### config.mk
export PLATFORM = sky130hd
export DESIGN_NAME = scrolling_led_character_display_top
export DESIGN_NICKNAME = d
export VERILOG_FILES = /design/src/sv/sld_pkg.sv /design/src/sv/scrolling_led_character_display_top.sv
export SDC_FILE = /design/constraint.sdc
export NUM_CORES = 1
export LEC_CHECK = 0
export BUFFER_PORTS_ARGS = -buffer_cell sky130_fd_sc_hd__buf_2
export CORE_UTILIZATION = 45
export CTS_BUF_LIST = sky130_fd_sc_hd__clkbuf_4 sky130_fd_sc_hd__clkbuf_8 sky130_fd_sc_hd__clkbuf_16
export CTS_CLUSTER_DIAMETER = 100
export DETAILED_ROUTE_END_ITERATION = 8
export SYNTH_ARGS = -nofsm -noshare
export SYNTH_HDL_FRONTEND = slang
export SYNTH_MEMORY_MAX_BITS = 65536
export SYNTH_SLANG_ARGS = --single-unit
### constraint.sdc
create_clock -name clk -period 4.6 [get_ports clk]
set_input_delay 0 -clock clk [delete_from_list [all_inputs] [get_ports clk]]
set_output_delay 0 -clock clk [all_outputs]
set_load 0.1 [all_outputs]
### src/sv/sld_pkg.sv
// shared types, constants and font table for the scrolling led character display
`timescale 1ns / 1ps
`default_nettype none

package sld_pkg;

    localparam int CELL_COUNT    = 5;
    localparam int GLYPH_COLUMNS = 5;
    localparam int FONT_GLYPHS   = 95;

    localparam int CELL_STRIDE   = GLYPH_COLUMNS + 1;
    localparam int STORE_DEPTH   = CELL_COUNT * CELL_STRIDE;
    localparam int STORE_AW      = $clog2(STORE_DEPTH);

    localparam int ROM_GLYPHS    = 95;
    localparam int ROM_COLUMNS   = 5;
    localparam int ROW_W         = 7;
    localparam int CODE_W        = 7;
    localparam int CELL_W        = 3;
    localparam int COL_W         = 3;
    localparam int LINES_W       = 5;
    localparam int STROBE_W      = 4;

    localparam logic [CODE_W-1:0]  FIRST_CODE  = 7'd32;
    localparam logic [CODE_W-1:0]  LAST_CODE   = 7'd126;
    localparam logic [LINES_W-1:0] COLUMN_IDLE = 5'h1F;

    typedef enum logic [1:0] {
        KIND_LOAD  = 2'd0,
        KIND_SHIFT = 2'd1,
        KIND_SCAN  = 2'd2,
        KIND_NONE  = 2'd3
    } kind_t;

    typedef logic [ROW_W-1:0] row_t;
    typedef logic [0:ROM_COLUMNS-1][ROW_W-1:0] glyph_t;

    // one column of a glyph, blank past the stored columns
    function automatic row_t glyph_column(input glyph_t g, input int unsigned k);
        row_t value;
        value = '0;
        if (k < ROM_COLUMNS)
        begin
            value = g[k];
        end
        return value;
    endfunction

    // font columns, left to right, indexed by code minus 32
    function automatic glyph_t font_glyph(input logic [CODE_W-1:0] g);
        glyph_t value;
        case (g)
            7'd0:  value = {7'h00, 7'h00, 7'h00, 7'h00, 7'h00};
            7'd1:  value = {7'h00, 7'h5F, 7'h5F, 7'h00, 7'h00};
            7'd2:  value = {7'h00, 7'h07, 7'h00, 7'h07, 7'h00};
            7'd3:  value = {7'h14, 7'h7F, 7'h14, 7'h7F, 7'h14};
            7'd4:  value = {7'h24, 7'h2A, 7'h7F, 7'h2A, 7'h12};
            7'd5:  value = {7'h23, 7'h13, 7'h08, 7'h64, 7'h62};
            7'd6:  value = {7'h36, 7'h49, 7'h55, 7'h22, 7'h50};
            7'd7:  value = {7'h00, 7'h05, 7'h03, 7'h00, 7'h00};
            7'd8:  value = {7'h00, 7'h1C, 7'h22, 7'h41, 7'h00};
            7'd9:  value = {7'h00, 7'h41, 7'h22, 7'h1C, 7'h00};
            7'd10: value = {7'h14, 7'h08, 7'h3E, 7'h08, 7'h14};
            7'd11: value = {7'h08, 7'h08, 7'h3E, 7'h08, 7'h08};
            7'd12: value = {7'h00, 7'h50, 7'h30, 7'h00, 7'h00};
            7'd13: value = {7'h08, 7'h08, 7'h08, 7'h08, 7'h08};
            7'd14: value = {7'h00, 7'h60, 7'h60, 7'h00, 7'h00};
            7'd15: value = {7'h20, 7'h10, 7'h08, 7'h04, 7'h02};
            7'd16: value = {7'h3E, 7'h51, 7'h49, 7'h45, 7'h3E};
            7'd17: value = {7'h00, 7'h42, 7'h7F, 7'h40, 7'h00};
            7'd18: value = {7'h42, 7'h61, 7'h51, 7'h49, 7'h46};
            7'd19: value = {7'h22, 7'h49, 7'h49, 7'h49, 7'h36};
            7'd20: value = {7'h18, 7'h14, 7'h12, 7'h7F, 7'h10};
            7'd21: value = {7'h2F, 7'h49, 7'h49, 7'h49, 7'h31};
            7'd22: value = {7'h3E, 7'h49, 7'h49, 7'h49, 7'h32};
            7'd23: value = {7'h03, 7'h01, 7'h71, 7'h09, 7'h07};
            7'd24: value = {7'h36, 7'h49, 7'h49, 7'h49, 7'h36};
            7'd25: value = {7'h26, 7'h49, 7'h49, 7'h49, 7'h3E};
            7'd26: value = {7'h00, 7'h36, 7'h36, 7'h00, 7'h00};
            7'd27: value = {7'h00, 7'h56, 7'h36, 7'h00, 7'h00};
            7'd28: value = {7'h08, 7'h14, 7'h22, 7'h41, 7'h00};
            7'd29: value = {7'h14, 7'h14, 7'h14, 7'h14, 7'h14};
            7'd30: value = {7'h00, 7'h41, 7'h22, 7'h14, 7'h08};
            7'd31: value = {7'h02, 7'h01, 7'h51, 7'h09, 7'h06};
            7'd32: value = {7'h32, 7'h49, 7'h79, 7'h41, 7'h3E};
            7'd33: value = {7'h7C, 7'h0A, 7'h09, 7'h0A, 7'h7C};
            7'd34: value = {7'h7F, 7'h49, 7'h49, 7'h49, 7'h36};
            7'd35: value = {7'h3E, 7'h41, 7'h41, 7'h41, 7'h22};
            7'd36: value = {7'h7F, 7'h41, 7'h41, 7'h41, 7'h3E};
            7'd37: value = {7'h7F, 7'h49, 7'h49, 7'h49, 7'h41};
            7'd38: value = {7'h7F, 7'h09, 7'h09, 7'h09, 7'h01};
            7'd39: value = {7'h3E, 7'h41, 7'h49, 7'h49, 7'h7A};
            7'd40: value = {7'h7F, 7'h08, 7'h08, 7'h08, 7'h7F};
            7'd41: value = {7'h00, 7'h41, 7'h7F, 7'h41, 7'h00};
            7'd42: value = {7'h30, 7'h40, 7'h40, 7'h40, 7'h3F};
            7'd43: value = {7'h7F, 7'h08, 7'h14, 7'h22, 7'h41};
            7'd44: value = {7'h7F, 7'h40, 7'h40, 7'h40, 7'h40};
            7'd45: value = {7'h7F, 7'h02, 7'h0C, 7'h02, 7'h7F};
            7'd46: value = {7'h7F, 7'h02, 7'h04, 7'h08, 7'h7F};
            7'd47: value = {7'h3E, 7'h41, 7'h41, 7'h41, 7'h3E};
            7'd48: value = {7'h7F, 7'h09, 7'h09, 7'h09, 7'h06};
            7'd49: value = {7'h3E, 7'h41, 7'h51, 7'h21, 7'h5E};
            7'd50: value = {7'h7F, 7'h09, 7'h09, 7'h09, 7'h76};
            7'd51: value = {7'h26, 7'h49, 7'h49, 7'h49, 7'h32};
            7'd52: value = {7'h01, 7'h01, 7'h7F, 7'h01, 7'h01};
            7'd53: value = {7'h3F, 7'h40, 7'h40, 7'h40, 7'h3F};
            7'd54: value = {7'h1F, 7'h20, 7'h40, 7'h20, 7'h1F};
            7'd55: value = {7'h3F, 7'h40, 7'h38, 7'h40, 7'h3F};
            7'd56: value = {7'h63, 7'h14, 7'h08, 7'h14, 7'h63};
            7'd57: value = {7'h03, 7'h04, 7'h78, 7'h04, 7'h03};
            7'd58: value = {7'h61, 7'h51, 7'h49, 7'h45, 7'h43};
            7'd59: value = {7'h7F, 7'h41, 7'h41, 7'h00, 7'h00};
            7'd60: value = {7'h02, 7'h04, 7'h08, 7'h10, 7'h20};
            7'd61: value = {7'h00, 7'h41, 7'h41, 7'h7F, 7'h00};
            7'd62: value = {7'h04, 7'h02, 7'h01, 7'h02, 7'h04};
            7'd63: value = {7'h40, 7'h40, 7'h40, 7'h40, 7'h40};
            7'd64: value = {7'h00, 7'h01, 7'h02, 7'h04, 7'h00};
            7'd65: value = {7'h20, 7'h54, 7'h54, 7'h54, 7'h78};
            7'd66: value = {7'h7F, 7'h48, 7'h44, 7'h44, 7'h38};
            7'd67: value = {7'h38, 7'h44, 7'h44, 7'h44, 7'h20};
            7'd68: value = {7'h38, 7'h44, 7'h44, 7'h48, 7'h7F};
            7'd69: value = {7'h38, 7'h54, 7'h54, 7'h54, 7'h18};
            7'd70: value = {7'h08, 7'h7E, 7'h09, 7'h01, 7'h02};
            7'd71: value = {7'h0C, 7'h52, 7'h52, 7'h52, 7'h3E};
            7'd72: value = {7'h7F, 7'h08, 7'h04, 7'h04, 7'h78};
            7'd73: value = {7'h00, 7'h44, 7'h7D, 7'h40, 7'h00};
            7'd74: value = {7'h20, 7'h40, 7'h44, 7'h3D, 7'h00};
            7'd75: value = {7'h7F, 7'h10, 7'h28, 7'h44, 7'h00};
            7'd76: value = {7'h00, 7'h41, 7'h7F, 7'h40, 7'h00};
            7'd77: value = {7'h7C, 7'h04, 7'h18, 7'h04, 7'h78};
            7'd78: value = {7'h7C, 7'h08, 7'h04, 7'h04, 7'h78};
            7'd79: value = {7'h38, 7'h44, 7'h44, 7'h44, 7'h38};
            7'd80: value = {7'h7C, 7'h14, 7'h14, 7'h14, 7'h08};
            7'd81: value = {7'h08, 7'h14, 7'h14, 7'h18, 7'h7C};
            7'd82: value = {7'h7C, 7'h08, 7'h04, 7'h04, 7'h08};
            7'd83: value = {7'h48, 7'h54, 7'h54, 7'h54, 7'h20};
            7'd84: value = {7'h04, 7'h3F, 7'h44, 7'h40, 7'h20};
            7'd85: value = {7'h3C, 7'h40, 7'h40, 7'h20, 7'h7C};
            7'd86: value = {7'h1C, 7'h20, 7'h40, 7'h20, 7'h1C};
            7'd87: value = {7'h3C, 7'h40, 7'h38, 7'h40, 7'h3C};
            7'd88: value = {7'h44, 7'h28, 7'h10, 7'h28, 7'h44};
            7'd89: value = {7'h0C, 7'h50, 7'h50, 7'h50, 7'h3C};
            7'd90: value = {7'h44, 7'h64, 7'h54, 7'h4C, 7'h44};
            7'd91: value = {7'h00, 7'h08, 7'h36, 7'h41, 7'h00};
            7'd92: value = {7'h00, 7'h00, 7'h7F, 7'h00, 7'h00};
            7'd93: value = {7'h00, 7'h41, 7'h36, 7'h08, 7'h00};
            7'd94: value = {7'h08, 7'h04, 7'h08, 7'h10, 7'h08};
            default: value = '0;
        endcase
        return value;
    endfunction

endpackage

`default_nettype wire

### src/sv/scrolling_led_character_display_top.sv
// scrolling led character display: column store, font lookup, shift and column scan
// a scan item passes through the input register, then the result register, before its
// result shows; load and shift items give no result
// throughput: one item per cycle, set by the single pass between the input register and
// the column store and result register; a scan waiting behind a stalled result holds the input
// reset: asynchronous active-low reset clears the column store and all valid flags
`timescale 1ns / 1ps
`default_nettype none

module scrolling_led_character_display_top
    import sld_pkg::*;
(
    input  wire logic                clk,
    input  wire logic                rst_n,
    input  wire logic                in_valid,
    output logic                     in_stall,
    input  wire logic [1:0]          kind,
    input  wire logic [CODE_W-1:0]   char_code,
    input  wire logic [CELL_W-1:0]   display_index,
    input  wire logic [COL_W-1:0]    column_index,
    output logic                     out_valid,
    input  wire logic                out_stall,
    output logic [LINES_W-1:0]       column_lines,
    output logic [ROW_W-1:0]         row_data,
    output logic [STROBE_W-1:0]      latch_strobe
);

    // input register
    logic                in_valid_reg, in_valid_next;
    kind_t               kind_reg;
    logic [CODE_W-1:0]   code_reg;
    logic [CELL_W-1:0]   cell_reg;
    logic [COL_W-1:0]    col_reg;

    // column store
    row_t                store_reg  [STORE_DEPTH];
    row_t                store_next [STORE_DEPTH];

    // result register
    logic                out_valid_reg, out_valid_next;
    logic [LINES_W-1:0]  lines_reg, lines_next;
    row_t                row_reg, row_next;
    logic [STROBE_W-1:0] strobe_reg, strobe_next;

    logic                in_accept;
    logic                exec;
    logic                scan_fire;
    logic [CODE_W-1:0]   glyph_idx;
    logic                glyph_ok;
    glyph_t              glyph;
    logic [STORE_AW-1:0] scan_pos;

    assign exec      = in_valid_reg &&
                       ((kind_reg != KIND_SCAN) || !out_valid_reg || !out_stall);
    assign scan_fire = exec && (kind_reg == KIND_SCAN);
    assign in_stall  = in_valid_reg && !exec;
    assign in_accept = in_valid && !in_stall;

    assign in_valid_next = in_accept ? 1'b1 : (exec ? 1'b0 : in_valid_reg);

    // font lookup
    assign glyph_idx = code_reg - FIRST_CODE;
    assign glyph_ok  = (code_reg >= FIRST_CODE) && (code_reg <= LAST_CODE) &&
                       (32'(glyph_idx) < FONT_GLYPHS) && (32'(glyph_idx) < ROM_GLYPHS);
    assign glyph     = glyph_ok ? font_glyph(glyph_idx) : glyph_t'(0);

    // store update
    always_comb
    begin
        for (int i = 0; i < STORE_DEPTH; i++)
        begin
            store_next[i] = store_reg[i];
        end
        if (exec)
        begin
            unique case (kind_reg)
                KIND_LOAD:
                begin
                    for (int c = 0; c < CELL_COUNT; c++)
                    begin
                        if (32'(cell_reg) == c)
                        begin
                            for (int k = 0; k < CELL_STRIDE; k++)
                            begin
                                store_next[c * CELL_STRIDE + k] = (k < GLYPH_COLUMNS) ?
                                    glyph_column(glyph, k) : row_t'(0);
                            end
                        end
                    end
                end
                KIND_SHIFT:
                begin
                    for (int i = 1; i < STORE_DEPTH; i++)
                    begin
                        store_next[i - 1] = store_reg[i];
                    end
                end
                KIND_SCAN, KIND_NONE:
                begin
                end
                default:
                begin
                end
            endcase
        end
    end

    // scan result
    assign scan_pos = STORE_AW'(32'(cell_reg) * CELL_STRIDE + (GLYPH_COLUMNS - 1)
                                - 32'(col_reg));

    always_comb
    begin
        lines_next     = lines_reg;
        row_next       = row_reg;
        strobe_next    = strobe_reg;
        out_valid_next = out_valid_reg && out_stall;
        if (scan_fire)
        begin
            out_valid_next = 1'b1;
            lines_next     = COLUMN_IDLE;
            if (32'(col_reg) < LINES_W)
            begin
                lines_next = COLUMN_IDLE & ~(LINES_W'(1) << col_reg);
            end
            row_next = '0;
            if ((32'(cell_reg) < CELL_COUNT) && (32'(col_reg) < GLYPH_COLUMNS))
            begin
                row_next = store_reg[scan_pos];
            end
            strobe_next = '0;
            if ((32'(cell_reg) < STROBE_W) && (32'(cell_reg) < CELL_COUNT))
            begin
                strobe_next = STROBE_W'(1) << cell_reg;
            end
        end
    end

    always_ff @(posedge clk or negedge rst_n)
    begin
        if (!rst_n)
        begin
            in_valid_reg  <= 1'b0;
            out_valid_reg <= 1'b0;
            for (int i = 0; i < STORE_DEPTH; i++)
            begin
                store_reg[i] <= '0;
            end
        end
        else
        begin
            in_valid_reg  <= in_valid_next;
            out_valid_reg <= out_valid_next;
            for (int i = 0; i < STORE_DEPTH; i++)
            begin
                store_reg[i] <= store_next[i];
            end
        end
    end

    always_ff @(posedge clk)
    begin
        if (in_accept)
        begin
            kind_reg <= kind_t'(kind);
            code_reg <= char_code;
            cell_reg <= display_index;
            col_reg  <= column_index;
        end
        lines_reg  <= lines_next;
        row_reg    <= row_next;
        strobe_reg <= strobe_next;
    end

    assign out_valid    = out_valid_reg;
    assign column_lines = lines_reg;
    assign row_data     = row_reg;
    assign latch_strobe = strobe_reg;

    // checks
    a_stall_needs_item: assert property (@(posedge clk) disable iff (!rst_n)
        in_stall |-> in_valid_reg)
        else $error("stall raised with empty input register");

    a_scan_gives_result: assert property (@(posedge clk) disable iff (!rst_n)
        scan_fire |=> out_valid_reg)
        else $error("scan item produced no result");

    a_strobe_onehot: assert property (@(posedge clk) disable iff (!rst_n)
        out_valid_reg |-> $onehot0(strobe_reg))
        else $error("latch strobe not one-hot");

    a_one_column: assert property (@(posedge clk) disable iff (!rst_n)
        out_valid_reg |-> ($countones(~lines_reg) <= 1))
        else $error("more than one column driven");

    a_shift_keeps_tail: assert property (@(posedge clk) disable iff (!rst_n)
        (exec && (kind_reg == KIND_SHIFT)) |=> $stable(store_reg[STORE_DEPTH-1]))
        else $error("shift changed last store byte");

endmodule

`default_nettype wire
# --- Word level (Yosys, flattened, before mapping) ---
# Memory sizes are Yosys's and may differ from the RTL's.
# Cells that the tools add are included.
totals:
  output_inout_bits: 18
  romBits: 4480
  n_memories: 1
  word_cells: 104
  reg_bits: 236
  inputBits: 19
classes:
  n_shift: 2
  reduce_logical: 25
  n_addsub: 3
  muxes: 13
  order_cmp: 7
  n_eq_ne: 12
  bitwise_logic: 2
  mul: 1
memory_table:
  columns: ["name", "words", "word_bits", "read_ports", "rd_clocked_by_memory_dff", "wr", "line_no", "source"]
  rows:
  - ["(no name shown)", 128, 35, 1, 0, 0, "sld_pkg.sv:52", "case (g)"]
ops:
  columns: ["operator", "count"]
  rows:
  - ["203-bit one-hot mux with 2 select lines", 1]
  - ["42-bit 2-to-1 mux", 5]
  - ["7-bit binary-select mux with 5-bit select", 1]
  - ["35-bit 2-to-1 mux", 1]
  - ["3-bit AND reduction", 5]
  - ["7-bit 2-to-1 mux", 2]
  - ["2-bit inequality test, second input constant", 6]
  - ["1-bit logical AND", 10]
  - ["3-bit less-than comparator, second input constant", 3]
  - ["7-bit by 6-bit >= comparator with 1-bit output, second input constant", 1]
  - ["7-bit less-or-equal comparator, second input constant", 1]
  - ["7-bit less-than comparator, second input constant", 1]
  - ["7-bit by 6-bit subtractor with 7-bit output, second input constant", 1]
  - ["3-bit by 2-bit == test with 1-bit output, second input constant", 2]
  - ["6-bit >= comparator, second input constant", 1]
  - ["5-bit NOT with 6-bit output", 1]
  - ["5-bit by 3-bit adder with 5-bit output, second input constant", 1]
  - ["5-bit NOT", 1]
  - ["1-bit by 3-bit << shifter with 5-bit output, first input constant", 1]
  - ["5-bit by 3-bit subtractor with 5-bit output", 1]
  - ["1-bit logical NOT", 4]
  - ["3-bit by 2-bit multiplier with 4-bit output, second input constant", 1]
  - ["2-bit nonzero test", 2]
  - ["1-bit by 3-bit << shifter with 4-bit output, first input constant", 1]
  - ["8 further kinds", 11]

# --- Longest topological paths before layout ---
# Gate-level depths: netlist of the first run.
logic_depth:
  ltp_word: 9
  mapped_depth: 14
  ltp_nobuf: 12

# --- Worst setup path after synthesis of the first run ---
# Ideal clock, no wire load.
synth_timing:
  kind: "reg-to-reg"
  start: "reg out_valid_reg (netlist: out_valid)"
  end: "reg cell_reg[0], enable pin"
  setup_slack_ns: 1.163
  path_stages_with_launch: 4
  required_time_ns: 4.174
  setup_ns: 0.426
  arrival_ns: 3.011
  cell_sequence: "dfrtp_1 nand2_1 nor2_1 nor2b_1"
synth_between:
  elab_chain_cells: 8
synth_lines:
  columns: ["element", "line_no", "source"]
  rows:
  - ["start: declaration", "scrolling_led_character_display_top.sv:40", "logic out_valid_reg, out_valid_next;"]
  - ["start signal: assignment", "scrolling_led_character_display_top.sv:153", "out_valid_reg <= out_valid_next;"]
  - ["1-bit logical NOT", "scrolling_led_character_display_top.sv:54", "((kind_reg != KIND_SCAN) || !out_valid_reg || !out_stall);"]
  - ["1-bit logical OR (2 in a row)", "scrolling_led_character_display_top.sv:54", null]
  - ["1-bit logical AND", "scrolling_led_character_display_top.sv:53", "assign exec = in_valid_reg &&"]
  - ["1-bit logical NOT", "scrolling_led_character_display_top.sv:56", "assign in_stall = in_valid_reg && !exec;"]
  - ["1-bit logical AND", "scrolling_led_character_display_top.sv:56", null]
  - ["via in_stall", "scrolling_led_character_display_top.sv:16", "output logic in_stall,"]
  - ["1-bit logical NOT", "scrolling_led_character_display_top.sv:57", "assign in_accept = in_valid && !in_stall;"]
  - ["1-bit logical AND", "scrolling_led_character_display_top.sv:57", null]
  - ["via in_accept", "scrolling_led_character_display_top.sv:45", "logic in_accept;"]
  - ["end signal: assignment", "scrolling_led_character_display_top.sv:167", "cell_reg <= display_index;"]
  - ["end: declaration", "scrolling_led_character_display_top.sv:32", "logic [CELL_W-1:0] cell_reg;"]
# The timed path passes the listed nets, and every way through them passes these cells.
# A chain may end at the register's enable or synchronous reset.

# --- Worst setup path after layout of the first run ---
layout_timing:
  start: "reg cell_reg[1]"
  end: "reg row_reg[0] (netlist: row_data[0]), data pin"
layout_between:
  elab_chain_cells: 7
  elab_cells_between_ends: 9
  cone_classes: "2 x add/sub; 1 x mul; 1 x order compare; 3 x mux; 1 x bitwise; 1 x reduce/logical"
layout_lines:
  columns: ["element", "line_no", "source"]
  rows:
  - ["3-bit by 2-bit multiplier with 4-bit output", "scrolling_led_character_display_top.sv:109", "assign scan_pos = STORE_AW'(32'(cell_reg) * CELL_STRIDE + (GLYPH_COLUMNS - 1)"]
  - ["5-bit by 3-bit adder with 5-bit output", "scrolling_led_character_display_top.sv:109", null]
  - ["5-bit by 3-bit subtractor with 5-bit output", "scrolling_led_character_display_top.sv:110", "- 32'(col_reg));"]
  - ["5-bit NOT with 6-bit output (implied by the code)", "scrolling_led_character_display_top.sv:129", "row_next = store_reg[scan_pos];"]
  - ["7-bit binary-select mux with 5-bit select", "scrolling_led_character_display_top.sv:129", null]
  - ["7-bit 2-to-1 mux (implied by the code) (2 in a row)", "scrolling_led_character_display_top.sv:129", null]
  - ["end signal: assignment", "scrolling_led_character_display_top.sv:171", "row_reg <= row_next;"]
  - ["end: declaration", "scrolling_led_character_display_top.sv:42", "row_t row_reg, row_next;"]
# Several ways; a longest one is shown, not always the timed one. The select of a mux whose other input is x is not followed.

==> results by group, run 1 <==
Run status
  – Outcome: finished, final reports clean

Critical path
  – CP Class: reg2reg
  – CP Launch Type: flip-flop
  – CP arrival: around 3700 ps
  – CP Max Fanout: 19
  – Critical path required time: 4870 ps
  – Crit-path cells: inv_1 -> ha_1 -> inv_1 -> ha_1 -> inv_1 -> fa_1 -> xor2_2 -> buf_4 -> mux4_1 -> nand3_1 -> o21ai_0
  – Critical-path top delay cell: mux4_1
  – CP max stage delay: around 680 ps
  – Critical path endpoint category: flip-flop
  – Most frequent CP cell: inv_1

Drt
  – Routed WL per cell: 26.4 um
  – Final WL: 56500 um
  – Post-route ant nets: 0
  – Via/cell ratio: 6.63
  – DR iter-0 viols: around 2000
  – Via count: around 14000
  – Residual DRC count: 0
  – Pre-antenna DRT Iters: 7

GRT
  – Most Crowded Layer GR: met2
  – Gr usage total: 0.322
  – Initial antenna violation count: 0
  – Largest net degree at the start of global routing: between 150 and 200
  – GRT overflow: 0
  – Global-route wire length before repair: roughly 86000 um
  – Global routing usage on met3: 0.0495
  – GR Layer Usage met2: 0.472
  – Met1 Use GR: 0.453
  – Vias in the first global route: 13537

Timing
  – Final hold viol count: 0
  – Layout Skew: 13.3 ps
  – Slew HR: 0.199
  – Slew at the pin closest to its max-slew limit: roughly 1200 ps
  – Fin Setup TNS: 0 ps
  – Period minus WS final: ~3400 ps
  – Period utilization: 0.737
  – Slew Viols, Final: 0
  – RSZ-0062 raised after global routing: false
  – Setup Viol. Count Final: 0
  – Highest Clock Rate: just under 300 MHz

Job
  – Max_cap viols: 0

Pwr
  – Max VDD drop: approximately 0.31 mV
  – Clock network power share: 0.319
  – Leakage: about 6.8 nW
  – Power density cells: 433 nW/um^2
  – Sequential power share: 0.400
  – Internal power: just under 0.005 W
  – Combinational power share: 0.281
  – Sw Share: 0.333
  – Psw: 0.00245 W

Floorplan
  – Die Area: approximately 35000 sq um
  – I/O pin cnt: 37
  – Die height: about 190 um
  – Die Width: roughly 190 um
  – FP Rows: 67
  – Initial core utilization: 0.458
  – Core box area: around 34000 sq um

Synth
  – Post-synth EDFFs: 31
  – Syn. warnings: 0
  – Mapped Nets: 1750
  – Yosys cell types: between 80 and 90
  – Ys flop type: dfrtp_1
  – Post-Syn Area: about 15000 sq um
  – Post-Synthesis Cells: 1691
  – Mapped Avg Cell Area: slightly above 9 sq um
  – Sequential area share after synthesis: 0.394
  – FFs w/ async S/R, synth: 0.869
  – FF+latch count, synth: 236

Placed design
  – Placed instance area: 15800 sq um
  – DP HPWL: around 37000 um
  – Port bufs: 36
  – Final GP Congestion: ~1.0

Clock network
  – H-tree lvl count: 1
  – Clk_lat worst skew: ~540 ps
  – Clock Sinks: about 240
  – CTS tree: built
  – Clk root buf: clkbuf_16
  – Clock Tree Buf Depth: 3
  – Clock transition at path regs: roughly 60 ps
  – Total CTS buffers: 27

Cells and area
  – Final instance area: approximately 17000 sq um
  – P&R area growth vs syn: 10.5%
  – N_diodes: 0
  – Fraction of layout cells with a size suffix above 1: 0.139
  – Most frequent cells in the layout: 269 x a21oi_1, 227 x nor2_1, 205 x dfrtp_1, 130 x nand2_1, 74 x a31oi_1
  – Most common cell after layout, fill and taps aside: a21oi_1
  – Final #Nets: between 1500 and 2000
  – Max FFs per register: 203

Worst hold path
  – Hold WC Path Type: in2async
## final cells by class
| cell class | instances | area (sq um) |
|---|---|---|
| fillers | 3107 | 16600 |
| repair buffers | 106 | 825 |
| flip-flops and latches | 236 | 6060 |
| well taps | 448 | 561 |
| inverters | 23 | 86.3 |
| multi-input cells | 1273 | 8450 |
| clock buffers | 39 | 822 |
| clock inverters | 11 | 174 |
## metrics by stage
step	utilization	setup WS (ps)	std cells	hold WS (ps)	total power, W
4_1_cts	0.506	1200	2136	164	0.00734
6_report	0.506	1210	2136	128	0.00735
2_1_floorplan	-	1160	1691	-296	0.00432
3_5_place_dp	0.471	1200	2067	180	0.00497
5_1_grt	0.506	1010	2136	164	0.00769
3_3_place_gp	0.471	1200	2067	178	0.00495
## cell usage after synthesis (all sizes together) (4+ instances only)
library cell  count  area [sq um]
a311oi            4          35.0
nand3            17          90.1
inv              23          86.3
o21a             17           128
o311a             4          40.0
mux4             55          1260
o2bb2ai           4          35.0
o22ai             7          43.8
nand3b            6          45.0
edfxtp           31           931
nor2            227           852
o221ai            7          67.6
o21ai            87           443
a221oi            4          35.0
a31oi            74           463
ha               37           463
mux2i            26           260
o32ai             9          78.8
and2             14          87.6
o31ai            14           105
a2111oi           4          53.8
clkbuf           81           304
nor3b             5          37.5
nor3             19          95.1
a211oi           18           140
o311ai           11           119
a22o             30           263
nor2b            25           156
nand2           137           532
buf              78           497
a31o              4          35.0
nand2b           31           194
or3               9          61.3
o2111ai           7          61.3
a21o             11          82.6
a21oi           272          1370
mux2              6          71.3
or2               6          37.5
and3              7          43.8
dfrtp           205          5130
o211ai           17           128
## repair_timing
| item | CTS | global route |
|---|---|---|
| hold buffers | 19 | 0 |
| endpoints found under the hold margin | 139 | 0 |
| resized for setup | 0 | 0 |
| setup buffers | 0 | 0 |
## metal layers
layer  routed length [um]  vias to the layer above
li1                     -                     6176
met1                23200                     6827
met2                24200                      962
met3                 5460                      206
met4                 3580                        0
met5                    0                        -
## critical path, delay by kind of cell (launching register included)
| kind | cells | cell delay (ps) |
|---|---|---|
| compound gates | 1 | 80 |
| xor+xnor | 1 | 160 |
| fa+ha+maj | 3 | 960 |
| buf+inv | 4 | 620 |
| flops | 1 | 520 |
| mux | 1 | 680 |
| simple gates | 1 | 110 |
## power groups by stage
| stage | registers, W | clock network, W | logic, W |
|---|---|---|---|
| after floorplan | 0.00290 | 0 | 0.00142 |
| after global placement | 0.00295 | 0 | 0.00200 |
| after detailed placement | 0.00296 | 0 | 0.00201 |
| after CTS | 0.00293 | 0.00238 | 0.00203 |
| after global routing | 0.00300 | 0.00247 | 0.00223 |
| final | 0.00294 | 0.00235 | 0.00206 |
## final timing paths
check | start | endpoint | slack (ps) | cells past startpoint
setup / recovery | cell_reg[1] | row_data[0] | 1210 | 11
hold / removal | rst_n | store_reg[173] | 130 | 2
setup reg to reg | cell_reg[1] | row_data[0] | 1210 | 11
hold reg to reg | store_reg[7] | store_reg[7] | 510 | 2
max in group asynchronous | rst_n | store_reg[178] | 3170 | 3
min in group clk | display_index[2] | cell_reg[2] | 180 | 2
## logic make-up (layout without fill, tap and decap cells)
| logic type | count (synthesis) | after routing | share of synthesized area |
|---|---|---|---|
| AOI/OAI and AO/OA | 630 | 630 | 0.258 |
| xor gates and xnor gates | 4 | 4 | 0.00228 |
| adders and majority gates | 40 | 40 | 0.0340 |
| buffers and inverters | 182 | 179 | 0.0577 |
| DFF | 236 | 236 | 0.394 |
| muxes | 87 | 87 | 0.104 |
| and+or+nand+nor | 512 | 512 | 0.150 |
Note: power is estimated with default switching activity, not from simulation.
==> inputs of run 2 (changes only) <==
- clock period: 4.6 -> 3.1 ns (I/O delays scaled with it)
==> results by group, run 2 (synthesized netlist as in run 1, its figures left out) <==
Timing
  – Period utilization: 0.978
  – Highest Clock Rate: roughly 330 MHz
  – RSZ-0062 raised after global routing: true
  – Layout Skew: 21.3 ps
  – Final hold viol count: 0
  – Slew HR: 0.392
  – Period minus WS final: approximately 3000 ps
  – Setup Viol. Count Final: 0
  – Slew Viols, Final: 0
  – Fin Setup TNS: 0 ps
  – Slew at the pin closest to its max-slew limit: 901 ps

Cells and area
  – Most common cell after layout, fill and taps aside: a21oi_1
  – FILL cells: between 3000 and 4000
  – Max FFs per register: about 200
  – P&R area growth vs syn: 15.7%
  – Reg area: 6060 sq um
  – Area taken by multi-input logic gates: approximately 8500 sq um
  – N_diodes: 0
  – Most frequent cells in the layout: 269 x a21oi_1, 225 x nor2_1, 205 x dfrtp_1, 130 x nand2_1, 128 x buf_4
  – Layout Cells excl Fill: approximately 2200
  – Final #Nets: 1821
  – Fraction of layout cells with a size suffix above 1: 0.187
  – Final instance area: 17800 sq um

Placed design
  – DP HPWL: 42600 um
  – DP Cell Count: approximately 2200
  – Port bufs: 36
  – Placed instance area: 16700 sq um
  – Final GP Congestion: 1.01

Drt
  – Via/cell ratio: approximately 6.5
  – Via count: about 15000
  – Pre-antenna DRT Iters: 6
  – Final WL: between 60000 and 70000 um
  – Residual DRC count: 0
  – Post-route ant nets: 0
  – Routed WL per cell: approximately 28 um
  – DR iter-0 viols: between 1500 and 2000

Floorplan
  – Die Area: between 30000 and 40000 sq um
  – Core box area: around 34000 sq um
  – Initial core utilization: 0.458
  – Die Width: between 150 and 200 um
  – FP Rows: between 60 and 70
  – I/O pin cnt: 37
  – Die height: approximately 190 um

Critical path
  – CP Launch Type: flip-flop
  – Flop2flop setup slack: 70 ps
  – CP arrival: ~3400 ps
  – CP Class: reg2reg
  – CP Max Fanout: 38
  – Worst r2r path cells: 9
  – Crit Reg-Reg Endpoint: store_reg[20]
  – Critical path endpoint category: flip-flop
  – Critical path required time: around 3500 ps
  – FF-to-FF Start: code_reg[2]

Clock network
  – Post-CTS Setup Repair Bufs: 0
  – Clock Tree Buf Depth: 3
  – Clk root buf: clkbuf_16
  – Total CTS buffers: 27
  – Clock transition at path regs: about 60 ps
  – H-tree lvl count: 1
  – Clock Sinks: around 240
  – CTS tree: built
  – Clk_lat worst skew: between 500 and 600 ps

GRT
  – Gr usage total: 0.351
  – Vias in the first global route: roughly 14000
  – GRT overflow: 0
  – Initial antenna violation count: 0
  – Largest net degree at the start of global routing: 150
  – Global-route wire length before repair: roughly 90000 um

Pwr
  – Power density cells: between 600 and 700 nW/um^2
  – Max VDD drop: between 0.4 and 0.5 mV
  – Leakage: between 7 and 8 nW

Worst hold path
  – Hold WC Path Type: in2async

Job
  – Max_cap viols: 0

Run status
  – Outcome: finished, final reports clean
==> run 2: changes by cell type in the layout (fill, tap and decap cells not counted), sizes merged <==
| cell | delta |
|---|---|
| clkinvlp | +1 |
| clkinv | +4 |
| bufinv | -4 |
| buf | +95 |
| clkbuf | -2 |
==> run 2: layout make-up <==
type                            count  area share
Clock buffer                       37      0.0450
Clock inverter                     12     0.00507
Inverter                           23     0.00486
Multi-Input combinational cell   1273       0.477
Sequential cell                   236       0.341
Tap cell                          448      0.0315
Timing Repair Buffer              201      0.0951
==> run 2: through the flow <==
| stage | utilization | hold WS, ps | setup slack (ps) | total power, W |
|---|---|---|---|---|
| after global placement | 0.497 | 94.0 | 125 | 0.00757 |
| final | 0.530 | 54.4 | 67.8 | 0.0108 |
| after floorplan | - | -296 | 69.3 | 0.00642 |
| after detailed placement | 0.497 | 90.2 | 53.6 | 0.00760 |
| after global routing | 0.530 | 103 | -0.892 | 0.0113 |
| after CTS | 0.529 | 74.8 | 50.9 | 0.0108 |
==> run 2: how the worst max path moves through the flow <==
| stage | start | end | slack, ps |
|---|---|---|---|
| 4_1_cts | cell_reg[0] | row_data[3] | 50 |
| 3_3_place_gp | cell_reg[0] | row_data[0] | 120 |
| 3_5_place_dp | cell_reg[0] | row_data[3] | 50 |
| 2_1_floorplan | col_reg[0] | row_data[0] | 70 |
| 5_1_grt | cell_reg[1] | row_data[3] | -0.9 |
| 6_report | code_reg[2] | store_reg[20] | 70 |
==> run 2: metal layers <==
layer	wire length, um	track usage	vias to the layer above
met1	24400	0.463	7127
li1	-	-	6367
met4	3840	0.203	0
met5	0	0	-
met3	4950	0.0504	213
met2	28300	0.554	851
==> run 2: timing repair <==
action | in CTS | in global routing
resized for setup | 0 | 8
hold buffers | 19 | 0
setup endpoints to repair | 0 | 12
hold endpoints to repair | 99 | 0
==> run 2: power breakdown <==
group          internal (W)  leakage (nW)  switching (W)
logic               0.00145          4.11        0.00185
clock network       0.00182         0.447        0.00133
registers           0.00382          2.68       0.000552
==> run 2: worst max-delay path: stages, from the launching register on <==
cell and delay, ps:
edfxtp_1 320, buf_4 170, buf_12 220, buf_4 280, nand2b_1 390, nor2_1 190, a211oi_2 570, a21oi_1 110
o221ai_2 460, a21oi_1 130
